`config.mk`:
```
export PLATFORM = sky130hd
export DESIGN_NAME = ght_slot_finder
export DESIGN_NICKNAME = d
export VERILOG_FILES = /design/src/rtl/ght_pkg.sv /design/src/rtl/ght_slot_finder.sv
export SDC_FILE = /design/constraint.sdc
export NUM_CORES = 1
export LEC_CHECK = 0
export BUFFER_PORTS_ARGS = -buffer_cell sky130_fd_sc_hd__buf_2
export CORE_UTILIZATION = 30
export DETAILED_ROUTE_END_ITERATION = 12
export PLACE_DENSITY_LB_ADDON = 0.15
export SYNTH_ARGS = -nofsm -noshare
export SYNTH_HDL_FRONTEND = slang
export SYNTH_SLANG_ARGS = --single-unit
```
`constraint.sdc`:
```
create_clock -name vclk -period 10.18
set_input_delay 1.527 -clock vclk [all_inputs]
set_output_delay 1.527 -clock vclk [all_outputs]
set_load 0.1 [all_outputs]
```
`src/rtl/ght_pkg.sv`:
```
`timescale 1ns / 1ps
// ============================================================================
// ght_pkg
// Types and constants shared by the generational handle table and its parts.
// ============================================================================
package ght_pkg;

    localparam int GEN_W  = 16;
    localparam int SLOT_FIELD_W = 16;
    localparam int HANDLE_W = GEN_W + SLOT_FIELD_W;
    localparam int REFS_W = 16;
    localparam int KIND_W = 8;
    localparam int BYTES_W = 32;
    localparam int ADDR_W = 64;

    localparam logic [HANDLE_W-1:0] HANDLE_NONE = '1;
    localparam logic [REFS_W-1:0]   REFS_MAX    = '1;
    localparam logic [GEN_W-1:0]    GEN_RESET   = GEN_W'(1);

    typedef enum logic [2:0] {
        REQ_ALLOC   = 3'd0,
        REQ_FREE    = 3'd1,
        REQ_LOOKUP  = 3'd2,
        REQ_ADDREF  = 3'd3,
        REQ_RELEASE = 3'd4
    } req_code_t;

    typedef enum logic [1:0] {
        STATUS_OK   = 2'd0,
        STATUS_BAD  = 2'd1,
        STATUS_FULL = 2'd2
    } status_t;

    typedef enum logic {
        FSM_IDLE,
        FSM_EXEC
    } fsm_state_t;

    typedef struct packed {
        logic [2:0]          req_type;
        logic [HANDLE_W-1:0] handle;
        logic [KIND_W-1:0]   res_type;
        logic [BYTES_W-1:0]  alloc_bytes;
        logic [ADDR_W-1:0]   backing_addr;
    } req_t;

    typedef struct packed {
        logic [1:0]          status;
        logic [HANDLE_W-1:0] handle_out;
        logic [ADDR_W-1:0]   address_out;
    } rsp_t;

    // One slot of the table as it lives in the slot memory.
    typedef struct packed {
        logic [GEN_W-1:0]   generation;
        logic [REFS_W-1:0]  refs;
        logic [KIND_W-1:0]  kind;
        logic [BYTES_W-1:0] bytes;
        logic [ADDR_W-1:0]  address;
    } entry_t;

    // Result of the free-slot search.
    typedef struct packed {
        logic found;
    } search_flags_t;

endpackage

```
`src/rtl/ght_slot_finder.sv`:
```
`timescale 1ns / 1ps
// ============================================================================
// ght_slot_finder
// Rotating priority encoder: finds the first free slot at or after a start
// index, wrapping around to the lowest free slot.
// ============================================================================
module ght_slot_finder #(
    parameter int SLOT_COUNT = 256,
    parameter int SLOT_W     = 8
) (
    input  logic [SLOT_COUNT-1:0]  valid_bits,
    input  logic [SLOT_W-1:0]      start_idx,
    output ght_pkg::search_flags_t flags,
    output logic [SLOT_W-1:0]      free_idx
);
    import ght_pkg::*;

    logic              hit_upper;
    logic              hit_any;
    logic [SLOT_W-1:0] idx_upper;
    logic [SLOT_W-1:0] idx_any;

    // Scan from the top down so the lowest qualifying index wins.
    always_comb begin
        hit_upper = 1'b0;
        hit_any   = 1'b0;
        idx_upper = '0;
        idx_any   = '0;
        for (int i = SLOT_COUNT - 1; i >= 0; i--) begin
            if (!valid_bits[i]) begin
                hit_any = 1'b1;
                idx_any = SLOT_W'(i);
                if (SLOT_W'(i) >= start_idx) begin
                    hit_upper = 1'b1;
                    idx_upper = SLOT_W'(i);
                end
            end
        end
    end

    assign flags.found = hit_any;
    assign free_idx    = hit_upper ? idx_upper : idx_any;

endmodule

```
==> flow_metrics.env <==
export IMPL_synth_cell_area_mm2=0.01214
export IMPL_hp_start="valid_bits[0]"
export IMPL_n_clock_buffer=0
export IMPL_grt_start_max_net_pins=73
export IMPL_cp_arrival_ns=7.00
export IMPL_yosysWarnings=0
export IMPL_syn_num_nets=2291
export IMPL_antenna_found_initial=0
export IMPL_drt_drc_violations_left=0
export IMPL_hold_end="free_idx[1]"
export IMPL_end_kind="output port"
export IMPL_wire_per_inst_um=31.92
export IMPL_dieArea_mm2=0.04127
export IMPL_vias=19490
export IMPL_dp_hpwl_um=68200
export IMPL_die_w_um=203.1
export IMPL_core_mm2=0.03982
export IMPL_area_growth_pct=12.58
export IMPL_ys_seq_area_share_pct=0
export IMPL_syn_inst=2027
export IMPL_path_cells="buf_2 -> buf_4 -> a21o_1 -> nand2_1 -> a222oi_1 -> and2_1 -> and4_1 -> nand4_1 -> or3_1 -> a21oi_2 -> o21ba_1 -> nor2_1 -> buf_2"
export IMPL_cp_num_buf_inv=3
export IMPL_layout_common_cells="buf_2, a21oi_1, nand2_1"
export IMPL_drt_wl_total_um=86920
export IMPL_drive_gt1_share_pct=17.07
export IMPL_initial_core_util_pct=30.48
export IMPL_io_buffers=273
export IMPL_wl_met1_um=36190
export IMPL_design_seq_count=0
export IMPL_wl_met2_um=37250
export IMPL_via_per_inst=7.159
export IMPL_grt_usage_pct=39.97
export IMPL_whs_path_depth=6
export IMPL_slowest_delay_ns=0.85
export IMPL_wl_met3_um=8645
export IMPL_fmax_mhz=117.2
export IMPL_mostFrequentLayoutCell="buf_2"
export IMPL_finalSetupViolations=0
export IMPL_grt_pass1_wl_um=123600
export IMPL_critical_path_class="primary input to output port"
export IMPL_synth_cell_types=106
export IMPL_drv_slew=0
export IMPL_min_period_ns=8.531
export IMPL_critPathLaunchType="primary input"
export IMPL_worst_path_max_fanout=41
export IMPL_cts_hold_buf=0
export IMPL_drt_initial_drc_count=2717
export IMPL_crit_cells=13
export IMPL_post_cts_resized=0
export IMPL_grt_overflow=0
export IMPL_drt_pre_antenna_iters=6
export IMPL_crit_path_frequent_cell="buf_2"
export IMPL_max_slew_margin_pct=7.643
export IMPL_pin_count=273
export IMPL_syn_area_per_cell_um2=5.988
export IMPL_maxCapViolCount=0
export IMPL_gp_congestion=1.033
export IMPL_top_layer_used="met4"
export IMPL_hold_viol=0
export IMPL_fin_tns_setup_ns=0
export IMPL_grt_pass1_vias=17810
export IMPL_worstMarginPinSlew_ns=1.374
export IMPL_rsz0062_at_grt="false"
export IMPL_fin_crit_sh_pct=83.80
export IMPL_crit_slowest_cell="a21o_1"
export IMPL_cp_required_ns=8.65
export IMPL_rows=73
export IMPL_status="completed"
export IMPL_cts_setup_buffers=0
export IMPL_dieHeight_um=203.1
export IMPL_hold_path_class="primary input to output port"
export IMPL_ant_nets=0
export IMPL_regArea_um2=0
export IMPL_crit_family="compound AO/OA/AOI/OAI gates"
export IMPL_final_nets=2463
-- cells in the mapped netlist, types with 18 or more instances --
cell type | n | area (um^2)
nor3_1 | 58 | 290.3
o21ai_0 | 174 | 870.8
nor4_1 | 41 | 256.5
o211ai_1 | 33 | 247.7
or3_1 | 27 | 168.9
and2_1 | 26 | 162.7
a211oi_1 | 39 | 292.8
o221ai_1 | 20 | 175.2
or2_2 | 21 | 131.4
clkbuf_1 | 39 | 146.4
nand2_1 | 185 | 694.4
nor2b_1 | 24 | 150.1
buf_2 | 39 | 195.2
nor2_1 | 171 | 641.9
nand3_1 | 84 | 420.4
o2111ai_1 | 18 | 157.7
nand2b_1 | 19 | 118.9
inv_1 | 88 | 330.3
a2111oi_0 | 20 | 175.2
o21a_1 | 23 | 172.7
o21bai_1 | 20 | 150.1
a211o_1 | 19 | 166.4
o22ai_1 | 34 | 212.7
and3_1 | 24 | 150.1
nand4_1 | 87 | 544.3
a21o_1 | 37 | 277.8
buf_4 | 37 | 277.8
a21oi_1 | 229 | 1146
a31oi_1 | 54 | 337.8
-- kinds of logic after synthesis --
group                      after synthesis  synth area share [%]
AOI/OAI and AO/OA                      966                 54.54
buffers and inverters                  223                 9.247
adders and majority gates                1               0.08247
muxes                                    4                0.3402
and+or+nand+nor                        833                 35.79
-- tightest hold or removal path: cells and delay by family --
family	cells	cell delay, ns
buffers and inverters	2	0.46
AOI/OAI and AO/OA	1	0.08
and+or+nand+nor	3	0.30
-- layer usage --
metal / GRT usage [%] / vias to the layer above
met3: 6.552 / 236
met5: 0 / -
met4: 18.93 / 0
li1: - / 8461
met2: 61.95 / 1313
met1: 53.64 / 9483
-- worst max-delay path by stage --
stage | startpoint | endpoint | slack (ns)
after CTS | start_idx[2] | free_idx[0] | 1.93
after global placement | start_idx[2] | free_idx[0] | 2.01
after global routing | start_idx[2] | free_idx[0] | 1.65
final | start_idx[2] | free_idx[0] | 1.65
after floorplan | start_idx[7] | free_idx[2] | 2.62
after detailed placement | start_idx[2] | free_idx[0] | 1.94
-- final cells by class --
class                      instances  area [um^2]
fill                            4637        26160
multi-input combinational       1804        11060
timing repair buffer             303         1612
tap                              525        656.9
inverter                          90        337.8
antenna                            1        2.502
-- through the flow --
step | area (um^2) | setup slack (ns) | utilization [%] | hold slack, ns | cells
after CTS | 13660 | 1.933 | 34.31 | 3.864 | 2722
after global placement | 13660 | 2.007 | 34.31 | 3.890 | 2722
after detailed placement | 13660 | 1.944 | 34.31 | 3.861 | 2722
final | 13660 | 1.649 | 34.31 | 3.901 | 2723
after global routing | 13660 | 1.654 | 34.31 | 3.883 | 2722
after floorplan | 12140 | 2.622 | - | 3.731 | 2027
